$ cat src/rtl/skes_pkg.sv
// Shared constants, types and gesture tables of the servo keyframe sequencer.
`default_nettype none

package skes_pkg;

    localparam int FRAC_BITS = 8;
    localparam int TIME_BITS = 32;
    localparam int DEG_W     = 8;
    localparam int POS_W     = DEG_W + FRAC_BITS;
    localparam int EASE_W    = 9;
    localparam int HOLD_W    = 11;
    localparam int STEP_W    = 3;
    localparam int GEST_W    = 4;
    localparam int ADDR_W    = 4;
    localparam int DATA_W    = 32;

    localparam int NUM_GESTURES = 10;
    localparam int STEP_SLOTS   = 8;

    // Unity easing factor in Q1.8.
    localparam logic [EASE_W-1:0] EASE_ONE = EASE_W'(256);

    // Item kinds.
    localparam logic [1:0] MODE_TICK    = 2'd0;
    localparam logic [1:0] MODE_SET     = 2'd1;
    localparam logic [1:0] MODE_GESTURE = 2'd2;

    // Register indexes (byte address divided by four).
    localparam logic [1:0] REG_MIN    = 2'd0;
    localparam logic [1:0] REG_MAX    = 2'd1;
    localparam logic [1:0] REG_CENTER = 2'd2;
    localparam logic [1:0] REG_EASE   = 2'd3;

    // Register values after reset.
    localparam logic [DEG_W-1:0]  MIN_RESET    = DEG_W'(0);
    localparam logic [DEG_W-1:0]  MAX_RESET    = DEG_W'(180);
    localparam logic [DEG_W-1:0]  CENTER_RESET = DEG_W'(90);
    localparam logic [EASE_W-1:0] EASE_RESET   = EASE_W'(38);

    typedef struct packed {
        logic [DEG_W-1:0]  min_angle;
        logic [DEG_W-1:0]  max_angle;
        logic [DEG_W-1:0]  center_angle;
        logic [EASE_W-1:0] easing_factor;
    } cfg_t;

    // Number of keyframes in each gesture.
    localparam logic [STEP_W-1:0] G_LEN [NUM_GESTURES] =
        '{3'd4, 3'd5, 3'd2, 3'd2, 3'd3, 3'd7, 3'd5, 3'd4, 3'd4, 3'd4};

    // Keyframe angles in degrees; unused slots are zero.
    localparam logic [DEG_W-1:0] G_ANG [NUM_GESTURES][STEP_SLOTS] = '{
        '{8'd72,  8'd104, 8'd75,  8'd90,  8'd0,   8'd0,  8'd0,  8'd0},
        '{8'd112, 8'd68,  8'd108, 8'd72,  8'd90,  8'd0,  8'd0,  8'd0},
        '{8'd68,  8'd90,  8'd0,   8'd0,   8'd0,   8'd0,  8'd0,  8'd0},
        '{8'd112, 8'd90,  8'd0,   8'd0,   8'd0,   8'd0,  8'd0,  8'd0},
        '{8'd116, 8'd110, 8'd90,  8'd0,   8'd0,   8'd0,  8'd0,  8'd0},
        '{8'd115, 8'd65,  8'd112, 8'd68,  8'd105, 8'd75, 8'd90, 8'd0},
        '{8'd84,  8'd96,  8'd86,  8'd94,  8'd90,  8'd0,  8'd0,  8'd0},
        '{8'd74,  8'd72,  8'd94,  8'd90,  8'd0,   8'd0,  8'd0,  8'd0},
        '{8'd114, 8'd80,  8'd98,  8'd90,  8'd0,   8'd0,  8'd0,  8'd0},
        '{8'd76,  8'd76,  8'd104, 8'd90,  8'd0,   8'd0,  8'd0,  8'd0}
    };

    // Keyframe hold times in ms; unused slots are zero.
    localparam logic [HOLD_W-1:0] G_HOLD [NUM_GESTURES][STEP_SLOTS] = '{
        '{11'd220,  11'd220,  11'd200, 11'd200, 11'd0,   11'd0,   11'd0,   11'd0},
        '{11'd180,  11'd180,  11'd160, 11'd160, 11'd200, 11'd0,   11'd0,   11'd0},
        '{11'd1100, 11'd300,  11'd0,   11'd0,   11'd0,   11'd0,   11'd0,   11'd0},
        '{11'd1100, 11'd300,  11'd0,   11'd0,   11'd0,   11'd0,   11'd0,   11'd0},
        '{11'd300,  11'd1300, 11'd350, 11'd0,   11'd0,   11'd0,   11'd0,   11'd0},
        '{11'd130,  11'd130,  11'd120, 11'd120, 11'd110, 11'd110, 11'd200, 11'd0},
        '{11'd350,  11'd350,  11'd300, 11'd300, 11'd250, 11'd0,   11'd0,   11'd0},
        '{11'd600,  11'd1400, 11'd400, 11'd300, 11'd0,   11'd0,   11'd0,   11'd0},
        '{11'd120,  11'd140,  11'd160, 11'd200, 11'd0,   11'd0,   11'd0,   11'd0},
        '{11'd300,  11'd800,  11'd900, 11'd300, 11'd0,   11'd0,   11'd0,   11'd0}
    };

endpackage

`default_nettype wire

$ cat src/rtl/skes_if.sv
// Valid/ready channel interfaces for command and result transactions.
`default_nettype none

interface skes_cmd_if;
    import skes_pkg::*;

    logic              valid;
    logic              ready;
    logic [1:0]        mode;
    logic [31:0]       now_ms;
    logic [DEG_W-1:0]  target_angle;
    logic [GEST_W-1:0] gesture_code;

    modport source (output valid, mode, now_ms, target_angle, gesture_code, input ready);
    modport sink   (input valid, mode, now_ms, target_angle, gesture_code, output ready);
endinterface

interface skes_res_if;
    import skes_pkg::*;

    logic             valid;
    logic             ready;
    logic [DEG_W-1:0] servo_angle;
    logic             angle_written;
    logic             gesture_busy;

    modport source (output valid, servo_angle, angle_written, gesture_busy, input ready);
    modport sink   (input valid, servo_angle, angle_written, gesture_busy, output ready);
endinterface

`default_nettype wire

$ cat src/rtl/skes_regs.sv
// APB configuration register file of the servo keyframe sequencer.
`default_nettype none

module skes_regs (
    input  wire logic                  clk,
    input  wire logic                  rst_n,
    input  wire logic                  psel,
    input  wire logic                  penable,
    input  wire logic                  pwrite,
    input  wire logic [skes_pkg::ADDR_W-1:0] paddr,
    input  wire logic [skes_pkg::DATA_W-1:0] pwdata,
    output logic      [skes_pkg::DATA_W-1:0] prdata,
    output logic                       pready,
    output skes_pkg::cfg_t             cfg
);
    import skes_pkg::*;

    cfg_t       cfg_reg;
    logic       wr_en;
    logic [1:0] reg_idx;

    assign pready  = 1'b1;
    assign reg_idx = paddr[3:2];
    assign wr_en   = psel && penable && pwrite && pready;
    assign cfg     = cfg_reg;

    always_ff @(posedge clk or negedge rst_n)
    begin
        if (!rst_n)
        begin
            cfg_reg.min_angle     <= MIN_RESET;
            cfg_reg.max_angle     <= MAX_RESET;
            cfg_reg.center_angle  <= CENTER_RESET;
            cfg_reg.easing_factor <= EASE_RESET;
        end
        else if (wr_en)
        begin
            case (reg_idx)
                REG_MIN:    cfg_reg.min_angle     <= pwdata[DEG_W-1:0];
                REG_MAX:    cfg_reg.max_angle     <= pwdata[DEG_W-1:0];
                REG_CENTER: cfg_reg.center_angle  <= pwdata[DEG_W-1:0];
                REG_EASE:   cfg_reg.easing_factor <= pwdata[EASE_W-1:0];
                default:    ;
            endcase
        end
    end

    always_comb
    begin
        case (reg_idx)
            REG_MIN:    prdata = DATA_W'(cfg_reg.min_angle);
            REG_MAX:    prdata = DATA_W'(cfg_reg.max_angle);
            REG_CENTER: prdata = DATA_W'(cfg_reg.center_angle);
            REG_EASE:   prdata = DATA_W'(cfg_reg.easing_factor);
            default:    prdata = '0;
        endcase
    end

endmodule

`default_nettype wire

$ cat src/rtl/servo_keyframe_sequencer_easing.sv
// Top level of the servo keyframe sequencer with easing.
//
// Commands arrive as transactions on the cmd channel (valid/ready). A tick
// carries the current ms time: if a running gesture is due it loads the next
// keyframe or ends the gesture and returns to the center angle, then the
// Q8.8 position moves toward the target by the easing factor. A set-target
// command clamps and stores a new target unless a gesture runs, and a gesture
// command (re)starts one of ten built-in gestures from its first keyframe.
// Every command yields exactly one result transaction on the res channel with
// the clamped servo angle, a flag marking ticks and the gesture busy flag.
//
// A command is captured in an input register, evaluated combinationally by
// the easing and sequencing logic, including the 16x9 easing multiply, and
// lands in the result register. One command per cycle is sustained while
// the receiver does not stall. When the receiver stalls, the result register
// holds, the input register keeps its command, and cmd.ready drops only once
// both are occupied. Reset empties both registers, loads the configuration
// defaults and parks the position at 90 degrees with no gesture running.
// Configuration is to be written by the user through the APB port only while
// no command is in flight; the block itself does not enforce this.
`default_nettype none

module servo_keyframe_sequencer_easing (
    input  wire logic                        clk,
    input  wire logic                        rst_n,
    skes_cmd_if.sink                         cmd,
    skes_res_if.source                       res,
    input  wire logic                        psel,
    input  wire logic                        penable,
    input  wire logic                        pwrite,
    input  wire logic [skes_pkg::ADDR_W-1:0] paddr,
    input  wire logic [skes_pkg::DATA_W-1:0] pwdata,
    output logic      [skes_pkg::DATA_W-1:0] prdata,
    output logic                             pready
);
    import skes_pkg::*;

    cfg_t cfg;

    skes_regs u_regs (
        .clk     (clk),
        .rst_n   (rst_n),
        .psel    (psel),
        .penable (penable),
        .pwrite  (pwrite),
        .paddr   (paddr),
        .pwdata  (pwdata),
        .prdata  (prdata),
        .pready  (pready),
        .cfg     (cfg)
    );

    // Input register: holds one command until the result register can take it.
    logic              s1_valid_reg;
    logic [1:0]        s1_mode_reg;
    logic [TIME_BITS-1:0] s1_now_reg;
    logic [DEG_W-1:0]  s1_tgt_reg;
    logic [GEST_W-1:0] s1_code_reg;

    // Sequencer state.
    logic [POS_W-1:0]     pos_reg,  pos_next;
    logic [DEG_W-1:0]     tgt_reg,  tgt_next;
    logic                 run_reg,  run_next;
    logic [GEST_W-1:0]    gest_reg, gest_next;
    logic [STEP_W-1:0]    step_reg, step_next;
    logic [TIME_BITS-1:0] due_reg,  due_next;

    // Result register.
    logic             res_valid_reg;
    logic [DEG_W-1:0] res_angle_reg, res_angle_next;
    logic             res_wr_reg,    res_wr_next;
    logic             res_busy_reg,  res_busy_next;

    logic s1_advance;
    logic cmd_fire;

    // The input register moves on whenever the result register is free or
    // is being emptied in the same cycle.
    assign s1_advance = !res_valid_reg || res.ready;
    assign cmd.ready  = !s1_valid_reg || s1_advance;
    assign cmd_fire   = cmd.valid && cmd.ready;

    assign res.valid         = res_valid_reg;
    assign res.servo_angle   = res_angle_reg;
    assign res.angle_written = res_wr_reg;
    assign res.gesture_busy  = res_busy_reg;

    function automatic logic [DEG_W-1:0] clamp_deg(input logic [DEG_W-1:0] x,
                                                   input cfg_t c);
        logic [DEG_W-1:0] r;
        if (x < c.min_angle)
            r = c.min_angle;
        else if (x > c.max_angle)
            r = c.max_angle;
        else
            r = x;
        return r;
    endfunction

    // Evaluation of the command in the input register.
    logic [POS_W-1:0]        goal;
    logic                    move_up;
    logic [POS_W-1:0]        span;
    logic [EASE_W-1:0]       ease_f;
    logic [POS_W+EASE_W-1:0] prod;
    logic [POS_W+EASE_W-1:0] prod_rnd;
    logic [POS_W-1:0]        delta;
    logic                    due;
    logic [STEP_W-1:0]       cur_len;

    always_comb
    begin
        pos_next  = pos_reg;
        tgt_next  = tgt_reg;
        run_next  = run_reg;
        gest_next = gest_reg;
        step_next = step_reg;
        due_next  = due_reg;

        cur_len = G_LEN[gest_reg];
        due     = run_reg && (s1_now_reg >= due_reg);

        case (s1_mode_reg)
            MODE_TICK:
            begin
                if (due)
                begin
                    if (step_reg < cur_len)
                    begin
                        tgt_next  = G_ANG[gest_reg][step_reg];
                        due_next  = s1_now_reg + TIME_BITS'(G_HOLD[gest_reg][step_reg]);
                        step_next = step_reg + STEP_W'(1);
                    end
                    else
                    begin
                        run_next = 1'b0;
                        tgt_next = cfg.center_angle;
                    end
                end
            end
            MODE_SET:
            begin
                if (!run_reg)
                    tgt_next = clamp_deg(s1_tgt_reg, cfg);
            end
            MODE_GESTURE:
            begin
                if (s1_code_reg < GEST_W'(NUM_GESTURES))
                begin
                    gest_next = s1_code_reg;
                    run_next  = 1'b1;
                    step_next = '0;
                    due_next  = s1_now_reg;
                end
            end
            default: ;
        endcase

        // Easing: move by |distance| * factor / 256, rounded up in magnitude.
        goal     = {tgt_next, {FRAC_BITS{1'b0}}};
        move_up  = goal >= pos_reg;
        span     = move_up ? goal - pos_reg : pos_reg - goal;
        ease_f   = (cfg.easing_factor > EASE_ONE) ? EASE_ONE : cfg.easing_factor;
        prod     = (POS_W+EASE_W)'(span) * (POS_W+EASE_W)'(ease_f);
        prod_rnd = prod + (POS_W+EASE_W)'(255);
        delta    = prod_rnd[POS_W+7:8];
        if (s1_mode_reg == MODE_TICK)
            pos_next = move_up ? pos_reg + delta : pos_reg - delta;

        res_angle_next = clamp_deg(pos_next[POS_W-1:FRAC_BITS], cfg);
        res_wr_next    = (s1_mode_reg == MODE_TICK);
        res_busy_next  = run_next;
    end

    always_ff @(posedge clk or negedge rst_n)
    begin
        if (!rst_n)
        begin
            s1_valid_reg  <= 1'b0;
            res_valid_reg <= 1'b0;
            pos_reg       <= {CENTER_RESET, {FRAC_BITS{1'b0}}};
            tgt_reg       <= CENTER_RESET;
            run_reg       <= 1'b0;
            gest_reg      <= '0;
            step_reg      <= '0;
            due_reg       <= '0;
        end
        else
        begin
            if (cmd.ready)
                s1_valid_reg <= cmd.valid;
            if (s1_advance)
                res_valid_reg <= s1_valid_reg;
            if (s1_valid_reg && s1_advance)
            begin
                pos_reg  <= pos_next;
                tgt_reg  <= tgt_next;
                run_reg  <= run_next;
                gest_reg <= gest_next;
                step_reg <= step_next;
                due_reg  <= due_next;
            end
        end
    end

    always_ff @(posedge clk)
    begin
        if (cmd_fire)
        begin
            s1_mode_reg <= cmd.mode;
            s1_now_reg  <= cmd.now_ms[TIME_BITS-1:0];
            s1_tgt_reg  <= cmd.target_angle;
            s1_code_reg <= cmd.gesture_code;
        end
        if (s1_valid_reg && s1_advance)
        begin
            res_angle_reg <= res_angle_next;
            res_wr_reg    <= res_wr_next;
            res_busy_reg  <= res_busy_next;
        end
    end

    // A running gesture always refers to an existing table row.
    assert property (@(posedge clk) disable iff (!rst_n)
        run_reg |-> (gest_reg < GEST_W'(NUM_GESTURES)))
        else $error("running gesture index out of range");

    // The step index never passes the length of the running gesture.
    assert property (@(posedge clk) disable iff (!rst_n)
        run_reg |-> (step_reg <= G_LEN[gest_reg]))
        else $error("gesture step index beyond gesture length");

    // An accepted command always occupies the input register next cycle.
    assert property (@(posedge clk) disable iff (!rst_n)
        cmd_fire |=> s1_valid_reg)
        else $error("accepted command lost");

    // A stalled result with a waiting command keeps that command held.
    assert property (@(posedge clk) disable iff (!rst_n)
        (s1_valid_reg && res_valid_reg && !res.ready) |=> s1_valid_reg)
        else $error("pending command dropped during stall");

endmodule

`default_nettype wire
$ cat src/flat_wrapper.sv
// flat-port wrapper written by rule: the top's interface ports become plain ports
module servo_keyframe_sequencer_easing_flat import skes_pkg::*;
  (clk, rst_n, psel, penable, pwrite, paddr, pwdata, prdata, pready, cmd_valid, cmd_mode, cmd_now_ms, cmd_target_angle, cmd_gesture_code, cmd_ready, res_valid, res_servo_angle, res_angle_written, res_gesture_busy, res_ready);
  skes_cmd_if cmd_i ();
  skes_res_if res_i ();
  input  wire logic clk;
  input  wire logic rst_n;
  input  wire logic psel;
  input  wire logic penable;
  input  wire logic pwrite;
  input  wire logic [skes_pkg::ADDR_W-1:0] paddr;
  input  wire logic [skes_pkg::DATA_W-1:0] pwdata;
  output logic      [skes_pkg::DATA_W-1:0] prdata;
  output logic pready;
  input wire logic [$bits(cmd_i.valid)-1:0] cmd_valid;
  input wire logic [$bits(cmd_i.mode)-1:0] cmd_mode;
  input wire logic [$bits(cmd_i.now_ms)-1:0] cmd_now_ms;
  input wire logic [$bits(cmd_i.target_angle)-1:0] cmd_target_angle;
  input wire logic [$bits(cmd_i.gesture_code)-1:0] cmd_gesture_code;
  output wire logic [$bits(cmd_i.ready)-1:0] cmd_ready;
  output wire logic [$bits(res_i.valid)-1:0] res_valid;
  output wire logic [$bits(res_i.servo_angle)-1:0] res_servo_angle;
  output wire logic [$bits(res_i.angle_written)-1:0] res_angle_written;
  output wire logic [$bits(res_i.gesture_busy)-1:0] res_gesture_busy;
  input wire logic [$bits(res_i.ready)-1:0] res_ready;
  assign cmd_i.valid = cmd_valid;
  assign cmd_i.mode = cmd_mode;
  assign cmd_i.now_ms = cmd_now_ms;
  assign cmd_i.target_angle = cmd_target_angle;
  assign cmd_i.gesture_code = cmd_gesture_code;
  assign cmd_ready = cmd_i.ready;
  assign res_valid = res_i.valid;
  assign res_servo_angle = res_i.servo_angle;
  assign res_angle_written = res_i.angle_written;
  assign res_gesture_busy = res_i.gesture_busy;
  assign res_i.ready = res_ready;
  servo_keyframe_sequencer_easing u_core (.clk(clk), .rst_n(rst_n), .cmd(cmd_i), .res(res_i), .psel(psel), .penable(penable), .pwrite(pwrite), .paddr(paddr), .pwdata(pwdata), .prdata(prdata), .pready(pready));
endmodule
$ cat config.mk
export PLATFORM = sky130hd
export DESIGN_NAME = servo_keyframe_sequencer_easing_flat
export DESIGN_NICKNAME = d
export VERILOG_FILES = /design/src/rtl/skes_pkg.sv /design/src/rtl/skes_if.sv /design/src/rtl/skes_regs.sv /design/src/rtl/servo_keyframe_sequencer_easing.sv /design/src/flat_wrapper.sv
export SDC_FILE = /design/constraint.sdc
export NUM_CORES = 1
export LEC_CHECK = 0
export BUFFER_PORTS_ARGS = -buffer_cell sky130_fd_sc_hd__buf_4
export CAP_MARGIN = 30
export CORE_MARGIN = 10
export CORE_UTILIZATION = 56
export DETAILED_ROUTE_END_ITERATION = 8
export HOLD_SLACK_MARGIN = 0.15
export PLACE_DENSITY = 0.86
export SETUP_SLACK_MARGIN = 0.1
export SLEW_MARGIN = 20
export SYNTH_ARGS = -nofsm -noshare
export SYNTH_HDL_FRONTEND = slang
export SYNTH_SLANG_ARGS = --single-unit
$ cat constraint.sdc
create_clock -name clk -period 18.89 [get_ports clk]
set_input_delay 0.9445 -clock clk [delete_from_list [all_inputs] [get_ports clk]]
set_output_delay 0.9445 -clock clk [all_outputs]
set_load 0.005 [all_outputs]
# Yosys cells after proc, flatten, opt, wreduce, memory -nomap -nowiden
# Memory sizes are Yosys's and may differ from the RTL's.
# Index checks and enable logic that the tools add are counted.
[totals]
reg_bits = 155
mem_bits_ro = 2480
inputBits = 89
output_inout_bits = 45
wordCells = 108
n_memories = 3
[op_classes]
n_addsub = 7
mul = 1
n_lt_le_gt_ge = 11
n_eq_ne = 8
n_mux = 37
bitwise_logic = 2
n_reduce_logical = 19
[memory_table]
columns = ["memory", "depth", "width", "read_ports", "rd_clocked_by_memory_dff", "wr", "line_no", "text"]
rows = [
  ["(name not given)", 16, 88, 1, 0, 0, "servo_keyframe_sequencer_easing.sv:131", "due_next = s1_now_reg + TIME_BITS'(G_HOLD[gest_reg][step_reg]);"],
  ["(name not given)", 16, 64, 1, 0, 0, "servo_keyframe_sequencer_easing.sv:130", "tgt_next = G_ANG[gest_reg][step_reg];"],
  ["(name not given)", 16, 3, 1, 0, 0, "servo_keyframe_sequencer_easing.sv:120", "cur_len = G_LEN[gest_reg];"],
]
[ops]
columns = ["operator", "count"]
rows = [
  ["$mux W88", 2],
  ["$mux W64", 2],
  ["$pmux W32 S4", 1],
  ["$mux W32", 3],
  ["$mux W8", 9],
  ["$pmux W32 S2", 1],
  ["$mux W16", 3],
  ["$sub A16 B16 Y16", 3],
  ["$bmux W11 S3", 1],
  ["$add A32 B11 Y32", 1],
  ["$ge A32 B32 Y1", 1],
  ["$add A24 B8 Y24 const B", 1],
  ["$bmux W8 S3", 1],
  ["$mul A16 B9 Y24", 1],
  ["$mux W11", 2],
  ["$add A16 B16 Y16", 1],
  ["$ge A16 B16 Y1", 1],
  ["$gt A8 B8 Y1", 2],
  ["$lt A8 B8 Y1", 2],
  ["$pmux W8 S2", 1],
  ["$mux W3", 5],
  ["$reduce_and A2 Y1", 5],
  ["$gt A9 B9 Y1 const B", 1],
  ["$mux W9", 1],
  ["other kinds (21)", 34],
]

# Longest topological paths before layout
[logic_depth]
ltp_word = 20
mapped_depth = 67

# Hierarchy
# Synthesis repeated with hierarchy kept, for this count alone.
[hier_totals]
cells_unflattened = 1805
area_unflattened_um2 = 16749.8
[modules_own_cells]
columns = ["module", "instances", "cells_each", "area_each_um2", "seq_area_each_um2"]
rows = [
  ["servo_keyframe_sequencer_easing", 1, 1695, 15045.7, 3343.2],
  ["skes_regs", 1, 110, 1704.1, 839.6],
]

# Least setup slack after synthesis
# OpenSTA, ideal clock, no wires.
[synth_path]
path_kind = "flip-flop to flip-flop"
start = "register u_core.s1_now_reg[0]"
end = "register u_core.res_angle_reg[4], in the netlist u_core.res.servo_angle[4], data pin"
setup_ps = 266
arrival_ps = 13347
path_slack_ps = 5277
path_stages_with_launch = 63
path_buffers = 3
path_cell_list = "edfxtp_1 -> inv_1 -> ha_1 -> nand2b_1 -> a21o_1 -> a21o_1 -> a21o_1 -> a21o_1 -> a21o_1 -> a211o_1 -> a2111oi_2 -> nor2_1 -> nand2_1 -> o2bb2ai_1 -> a21o_1 -> ha_1 -> fa_1 -> a21o_1 -> [27 not listed] -> xnor2_1 -> ha_1 -> a21oi_1 -> nand2b_1 -> o211ai_1 -> o21ai_0 -> o21ai_0 -> xnor2_1 -> xnor3_1 -> nand2_2 -> xnor2_1 -> ha_1 -> a21oi_1 -> o21ai_0 -> o21ai_0 -> buf_2 -> mux2i_1 -> o21ai_1"
[synth_between]
elab_chain_len = 14
word_cells_on_any_way = 18
[synth_lines]
columns = ["element", "line_no", "text"]
rows = [
  ["start: declaration", "servo_keyframe_sequencer_easing.sv:56", "logic [TIME_BITS-1:0] s1_now_reg;"],
  ["start signal: assignment", "servo_keyframe_sequencer_easing.sv:211", "s1_now_reg <= cmd.now_ms[TIME_BITS-1:0];"],
  ["$ge A32 B32 Y1 (*)", "servo_keyframe_sequencer_easing.sv:121", "due = run_reg && (s1_now_reg >= due_reg);"],
  ["$logic_and A1 B1 Y1 (*)", "servo_keyframe_sequencer_easing.sv:121", ""],
  ["$mux W8 (*)", "servo_keyframe_sequencer_easing.sv:126", "if (due)"],
  ["$pmux W8 S2 (*)", "servo_keyframe_sequencer_easing.sv:123", "case (s1_mode_reg)"],
  ["named net u_core.tgt_next[0]", "servo_keyframe_sequencer_easing.sv:62", "logic [DEG_W-1:0] tgt_reg, tgt_next;"],
  ["$sub A16 B16 Y16 or $ge A16 B16 Y1 (tied branches)", "servo_keyframe_sequencer_easing.sv:162, servo_keyframe_sequencer_easing.sv:161", ""],
  ["$mux W16", "servo_keyframe_sequencer_easing.sv:162", "span = move_up ? goal - pos_reg : pos_reg - goal;"],
  ["$mul A16 B9 Y24", "servo_keyframe_sequencer_easing.sv:164", "prod = (POS_W+EASE_W)'(span) * (POS_W+EASE_W)'(ease_f);"],
  ["$add A24 B8 Y24", "servo_keyframe_sequencer_easing.sv:165", "prod_rnd = prod + (POS_W+EASE_W)'(255);"],
  ["$sub A16 B16 Y16 or $add A16 B16 Y16 (tied branches)", "servo_keyframe_sequencer_easing.sv:168", "pos_next = move_up ? pos_reg + delta : pos_reg - delta;"],
  ["$mux W16 (*)", "servo_keyframe_sequencer_easing.sv:168", ""],
  ["$mux W16 (*)", "servo_keyframe_sequencer_easing.sv:167", "if (s1_mode_reg == MODE_TICK)"],
  ["named net u_core.pos_next[15]", "servo_keyframe_sequencer_easing.sv:61", "logic [POS_W-1:0] pos_reg, pos_next;"],
  ["$gt A8 B8 Y1", "servo_keyframe_sequencer_easing.sv:93", "else if (x > c.max_angle)"],
  ["$mux W8", "servo_keyframe_sequencer_easing.sv:93", ""],
  ["$mux W8 (*)", "servo_keyframe_sequencer_easing.sv:91", "if (x < c.min_angle)"],
  ["named net u_core.res_angle_next[4]", "servo_keyframe_sequencer_easing.sv:70", "logic [DEG_W-1:0] res_angle_reg, res_angle_next;"],
  ["end signal: assignment", "servo_keyframe_sequencer_easing.sv:217", "res_angle_reg <= res_angle_next;"],
  ["end: declaration", "servo_keyframe_sequencer_easing.sv:70", ""],
]
# Mark *: on every way through the listed nets, which the timed path passes. The rest lies on a longest branch.
# A chain may end at the register's enable or synchronous reset.

# Worst setup path after layout
[layout_path]
start = "register u_core.gest_reg[2]"
end = "register u_core.res_angle_reg[3], in the netlist u_core.res.servo_angle[3], data pin"
[layout_between]
elab_chain_len = 20
word_cells_on_any_way = 28
[layout_lines]
columns = ["element", "line_no", "text"]
rows = [
  ["start: declaration", "servo_keyframe_sequencer_easing.sv:64", "logic [GEST_W-1:0] gest_reg, gest_next;"],
  ["start signal: assignment", "servo_keyframe_sequencer_easing.sv:199", "gest_reg <= gest_next;"],
  ["$not A4 Y5 (not written as such) (*)", "servo_keyframe_sequencer_easing.sv:120, servo_keyframe_sequencer_easing.sv:130", ""],
  ["$mem_v2 Z16 W64", "-", ""],
  ["$mux W64 (not written as such) (2 in a row)", "servo_keyframe_sequencer_easing.sv:130", ""],
  ["$bmux W8 S3", "servo_keyframe_sequencer_easing.sv:130", ""],
  ["$mux W8 (not written as such) (2 in a row)", "servo_keyframe_sequencer_easing.sv:130", ""],
  ["$mux W8 (*)", "servo_keyframe_sequencer_easing.sv:128", "if (step_reg < cur_len)"],
  ["$mux W8 (*)", "servo_keyframe_sequencer_easing.sv:126", ""],
  ["$pmux W8 S2 (*)", "servo_keyframe_sequencer_easing.sv:123", ""],
  ["named net u_core.tgt_next[2]", "servo_keyframe_sequencer_easing.sv:62", ""],
  ["[4 not listed]", "-", ""],
  ["$sub A16 B16 Y16 or $add A16 B16 Y16 (tied branches)", "servo_keyframe_sequencer_easing.sv:168", ""],
  ["$mux W16 (*)", "servo_keyframe_sequencer_easing.sv:168", ""],
  ["$mux W16 (*)", "servo_keyframe_sequencer_easing.sv:167", ""],
  ["named net u_core.pos_next[15]", "servo_keyframe_sequencer_easing.sv:61", ""],
  ["$gt A8 B8 Y1", "servo_keyframe_sequencer_easing.sv:93", ""],
  ["$mux W8", "servo_keyframe_sequencer_easing.sv:93", ""],
  ["$mux W8 (*)", "servo_keyframe_sequencer_easing.sv:91", ""],
  ["named net u_core.res_angle_next[3]", "servo_keyframe_sequencer_easing.sv:70", ""],
]
# Mark *: on every way through the listed nets, which the timed path passes. The rest lies on a longest branch. The select of a mux whose other input is x is not followed.

==> flow_results.org <==
** Outcome
- Run status :: finished, final reports clean

** Setup path
- Data on the critical path is required at its endpoint by 19.04 ns.
- Setup slack on the worst reg-to-reg path comes out at 3.35 ns.
- The worst register-to-register path begins at u_core.gest_reg[2]$_DFFE_PN0P_.
- STA classifies the critical path endpoint as a register.
- For the worst flop-to-flop path, the logic depth is 53.
- Type of the worst setup path :: reg2reg
- Peak per-stage delay on the critical path :: 0.82 ns
- Kind of cell with the highest combined delay on the critical path :: compound AO/OA/AOI/OAI gates
- The endpoint identified for the worst register-to-register timing path is u_core.res.servo_angle[3]$_DFFE_PP_.
- On the critical path, the stage with the largest delay is an instance of sky130_fd_sc_hd__dfrtp_1.
- Together, buffers and inverters on the worst path number 5.
- Startpoint type of the worst setup path :: register
- The cell that appears most often on the critical path is sky130_fd_sc_hd__ha_1.
- STA puts the critical path data arrival time at 15.69 ns.
- In this run the worst path has a maximum fanout of 24.

** Placement
- Routability-driven placement finished with a final weighted congestion of 0.9474.
- In this run the tool buffered the top-level ports with 84 buffer cells.
- Summed over all nets, the half-perimeter wirelength after detailed placement is 32,970 microns.

** CTS
- TritonCTS created 17 clock buffers.
- Buffers added to address setup during post-CTS repair amount to 0.
- After clock tree synthesis, the flow added hold-fix buffers numbering 0.
- For this design, the sink count on the clock tree is 155.
- Clock tree from TritonCTS :: yes
- Maximum count of clock buffers along a single path :: 2
- Level count of the clock H-tree :: 4
- After clock tree synthesis, the clock-pin slew on the worst setup and hold paths is 0.07 ns.
- Post-CTS repair changed the size of 0 cells.
- Clock insertion delay at the later pin of the skew report :: 0.44 ns
- CTS Root Cell :: sky130_fd_sc_hd__clkbuf_16

** Synthesis
- Of all flip-flops after synthesis, the portion carrying an async set or reset was 63.87%.
- In this run the mean area of a mapped cell was 9.030 sq um.
- Fraction of the mapped netlist area in compound gates :: 16.43%
- After synthesis, the netlist uses 91 different library cells.
- Most used flip-flop cell after synthesis :: sky130_fd_sc_hd__dfrtp_1
- Adder and majority cell fraction of the synthesized area :: 25.74%
- Number of enable flip-flop cells after synthesis :: 56
- Sequential-to-total area share from yosys stat :: 25.28%
- During synthesis, Yosys emitted a total of 0 warnings.
- Synthesis inferred 155 register bits.
- Synthesized area :: 0.01654 sq mm
- Counting every instance in the synthesized netlist gives 1,832.
- Dominant combinational cell family by area after synthesis :: adder cells
- Summing the areas of all and, or, nand and nor instances in the mapped netlist gives 15.48% of the synthesized area.
- Multiplexer share of the synthesized area :: 5.166%
- Area share of xor/xnor cells in the synthesized design :: 5.113%

** STA
- Fmax :: 0.06436 GHz
- The max-slew violation count came to 0.
- Setup TNS :: 0 ns
- Setup repair after global routing left no endpoint under its margin.
- The routed design could run at a clock period as short as 15.54 ns.
- Period utilization :: 82.26%
- Number of failing hold endpoints at the final stage :: 0
- Clock skew on the completed layout was measured at 0.01023 ns.
- Relative max-transition margin :: 36.46%
- At the pin with the least slew margin, the transition time is 0.9463 ns.
- # setup viols final :: 0

** Flow run
- Max-cap violations in this run came to 0.

** Global route
- Global routing used 23.46% of the available tracks.
- Largest net degree at the start of global routing :: 64
- The first global-routing pass estimated 70,610 microns of wire.
- The number of antenna violations at the first check in global routing is 1.
- Overall overflow remaining after global route :: 0
- The number of global-route vias before repair was 14,010.

** Route
- Dividing the detail-routed wire length by the instance count gives 18.62 microns.
- Average via count per standard cell :: 6.014
- The final layout contains routed wiring with a total length of 42,440 microns.
- Once detail routing completed, the nets flagged for antenna violations numbered 0.
- After detailed routing, the number of remaining DRC violations is 0.
- The detailed router finished its first iteration with 1,160 violations.
- Number of detailed-route iterations in the first pass :: 5
- Vias after detailed routing :: 13,710

** Finish
- Compared with the post-synthesis result, the final layout area differs by 8.962%.
- Layout net count :: 2,249
- The post-route netlist has 11.98% of its cells at a drive strength greater than 1.
- Flip-flop count of the largest register after layout :: 33
- Diode count :: 0

** Die
- The floorplan step defined a die boundary enclosing 0.03682 sq mm.
- Total number of placement rows :: 62
- From bottom edge to top edge, the die measures 191.9 microns.
- Floorplan core area :: 0.02894 sq mm
- I/O pin count :: 134
- Starting Density :: 57.17%
- The die is 191.9 microns wide.

** Min path
- The worst hold path terminates at u_core.gest_reg[0]$_DFFE_PN0P_.
- The worst hold path was traced through 2 stages.
- In this run the most critical hold path is launched from u_core.s1_code_reg[0]$_DFFE_PP_.
- Kind of path behind the tightest hold check :: reg2reg
[cells in the mapped netlist, types with 4 or more instances]
master                        n  share of area (%)
sky130_fd_sc_hd__a31oi_1     16               0.61
sky130_fd_sc_hd__nand4_1     15               0.57
sky130_fd_sc_hd__inv_1      171                3.9
sky130_fd_sc_hd__mux2_2      41                2.8
sky130_fd_sc_hd__buf_1        8               0.18
sky130_fd_sc_hd__nand2b_1    23               0.87
sky130_fd_sc_hd__mux2i_1     19                1.1
sky130_fd_sc_hd__ha_1       174                 13
sky130_fd_sc_hd__o31ai_1     11               0.50
sky130_fd_sc_hd__buf_2        8               0.24
sky130_fd_sc_hd__o2bb2ai_1    5               0.26
sky130_fd_sc_hd__and2_1      32                1.2
sky130_fd_sc_hd__xnor2_1     53                2.8
sky130_fd_sc_hd__o21ai_0     72                2.2
sky130_fd_sc_hd__o211ai_1    10               0.45
sky130_fd_sc_hd__dfrtp_1     80                 12
sky130_fd_sc_hd__fa_1       104                 13
sky130_fd_sc_hd__and3_1      21               0.79
sky130_fd_sc_hd__mux4_2       8                1.1
sky130_fd_sc_hd__o21a_1      10               0.45
sky130_fd_sc_hd__dfstp_2     19                3.0
sky130_fd_sc_hd__a221oi_1     4               0.21
sky130_fd_sc_hd__o22ai_1      4               0.15
sky130_fd_sc_hd__or3_1        5               0.19
sky130_fd_sc_hd__xor2_1      41                2.2
sky130_fd_sc_hd__a21o_1      50                2.3
sky130_fd_sc_hd__nand2_1    224                5.1
sky130_fd_sc_hd__buf_4       24                1.1
sky130_fd_sc_hd__nor2b_1     31                1.2
sky130_fd_sc_hd__nand3_1     39                1.2
sky130_fd_sc_hd__a21oi_1    101                3.1
sky130_fd_sc_hd__a211oi_1    20               0.91
sky130_fd_sc_hd__a22o_1       7               0.37
sky130_fd_sc_hd__o21bai_1    10               0.45
sky130_fd_sc_hd__nor2_1     135                3.1
sky130_fd_sc_hd__clkbuf_1    52                1.2
sky130_fd_sc_hd__nor3_1      14               0.42
sky130_fd_sc_hd__o21ai_1     34                1.0
sky130_fd_sc_hd__edfxtp_1    56                 10
[worst min-delay path, cell delays in order, from the launching register on]
cell	delay, ns
sky130_fd_sc_hd__edfxtp_1	0.32
sky130_fd_sc_hd__nand2_1	0.04
sky130_fd_sc_hd__o21ai_0	0.06
[cell type report]
type                            instances  area (sq um)
Clock buffer                           18         429.2
Timing Repair Buffer                  103         793.3
Sequential cell                       155          4183
Multi-Input combinational cell       1433         11340
Clock inverter                         14         152.6
Fill cell                            2361         10910
Inverter                              172         645.6
Tap cell                              384         480.5
[worst max path at each step]
| stage | start | endpoint | slack (ns) | cells past startpoint |
|---|---|---|---|---|
| finish | u_core.gest_reg[2]$_DFFE_PN0P_ | u_core.res.servo_angle[3]$_DFFE_PP_ | 3.35 | 53 |
| global route | u_core.gest_reg[2]$_DFFE_PN0P_ | u_core.res.servo_angle[3]$_DFFE_PP_ | 2.30 | 56 |
| CTS | u_core.u_regs.cfg[26]$_DFFE_PN0P_ | u_core.res.servo_angle[3]$_DFFE_PP_ | 3.41 | 57 |
| detailed placement | u_core.u_regs.cfg[26]$_DFFE_PN0P_ | u_core.res.servo_angle[3]$_DFFE_PP_ | 3.48 | 57 |
| global placement | u_core.u_regs.cfg[26]$_DFFE_PN0P_ | u_core.res.servo_angle[3]$_DFFE_PP_ | 3.81 | 60 |
| floorplan | u_core.s1_now_reg[0]$_DFFE_PP_ | u_core.res.servo_angle[4]$_DFFE_PP_ | 5.28 | 62 |
[through the flow]
step / setup slack [ns] / hold slack [ns] / instances / utilization (%) / area (sq um)
final: 3.352 / 0.4590 / 2279 / 62.30 / 18030
after global placement: 3.812 / 0.4327 / 2245 / 60.17 / 17410
after floorplan: 5.277 / 0.4260 / 1854 / - / 16630
after global routing: 2.303 / 0.4784 / 2279 / 62.30 / 18030
after CTS: 3.407 / 0.4637 / 2278 / 62.27 / 18020
after detailed placement: 3.484 / 0.4444 / 2246 / 60.26 / 17440
[layer usage]
layer | up-vias | part of all wire [%] | global-route usage (%)
li1 | 6379 | - | -
met1 | 6563 | 41 | 30.81
met2 | 665 | 47 | 38.03
met3 | 96 | 8.7 | 4.806
met4 | 2 | 2.7 | 7.602
met5 | - | 0.031 | 0
[logic make-up after synthesis]
| group | after synthesis |
|---|---|
| adders and majority gates | 278 |
| buffers and inverters | 266 |
| DFF | 155 |
| xor gates and xnor gates | 95 |
| other | 2 |
| and+or+nand+nor | 557 |
| muxes | 70 |
| AOI/OAI and AO/OA | 409 |
[placed cells by master, fill, tap and decap left out, types with 24 or more instances in the layout]
cell | netlist | final
sky130_fd_sc_hd__buf_4 | 24 | 101
sky130_fd_sc_hd__nand2_1 | 224 | 224
sky130_fd_sc_hd__o21ai_0 | 72 | 72
sky130_fd_sc_hd__fa_1 | 104 | 104
sky130_fd_sc_hd__a21o_1 | 50 | 50
sky130_fd_sc_hd__dfrtp_1 | 80 | 80
sky130_fd_sc_hd__nor2_1 | 135 | 135
sky130_fd_sc_hd__a21oi_1 | 101 | 100
sky130_fd_sc_hd__mux2_2 | 41 | 41
sky130_fd_sc_hd__and2_1 | 32 | 31
sky130_fd_sc_hd__nand3_1 | 39 | 39
sky130_fd_sc_hd__conb_1 | 2 | 24
sky130_fd_sc_hd__nor2b_1 | 31 | 31
sky130_fd_sc_hd__xnor2_1 | 53 | 53
sky130_fd_sc_hd__o21ai_1 | 34 | 34
sky130_fd_sc_hd__inv_1 | 171 | 171
sky130_fd_sc_hd__xor2_1 | 41 | 41
sky130_fd_sc_hd__ha_1 | 174 | 174
sky130_fd_sc_hd__edfxtp_1 | 56 | 56
Power is left out: the tool's default activity adds up to more than one toggle a clock period on the data nets, which glitch-free logic cannot reach.
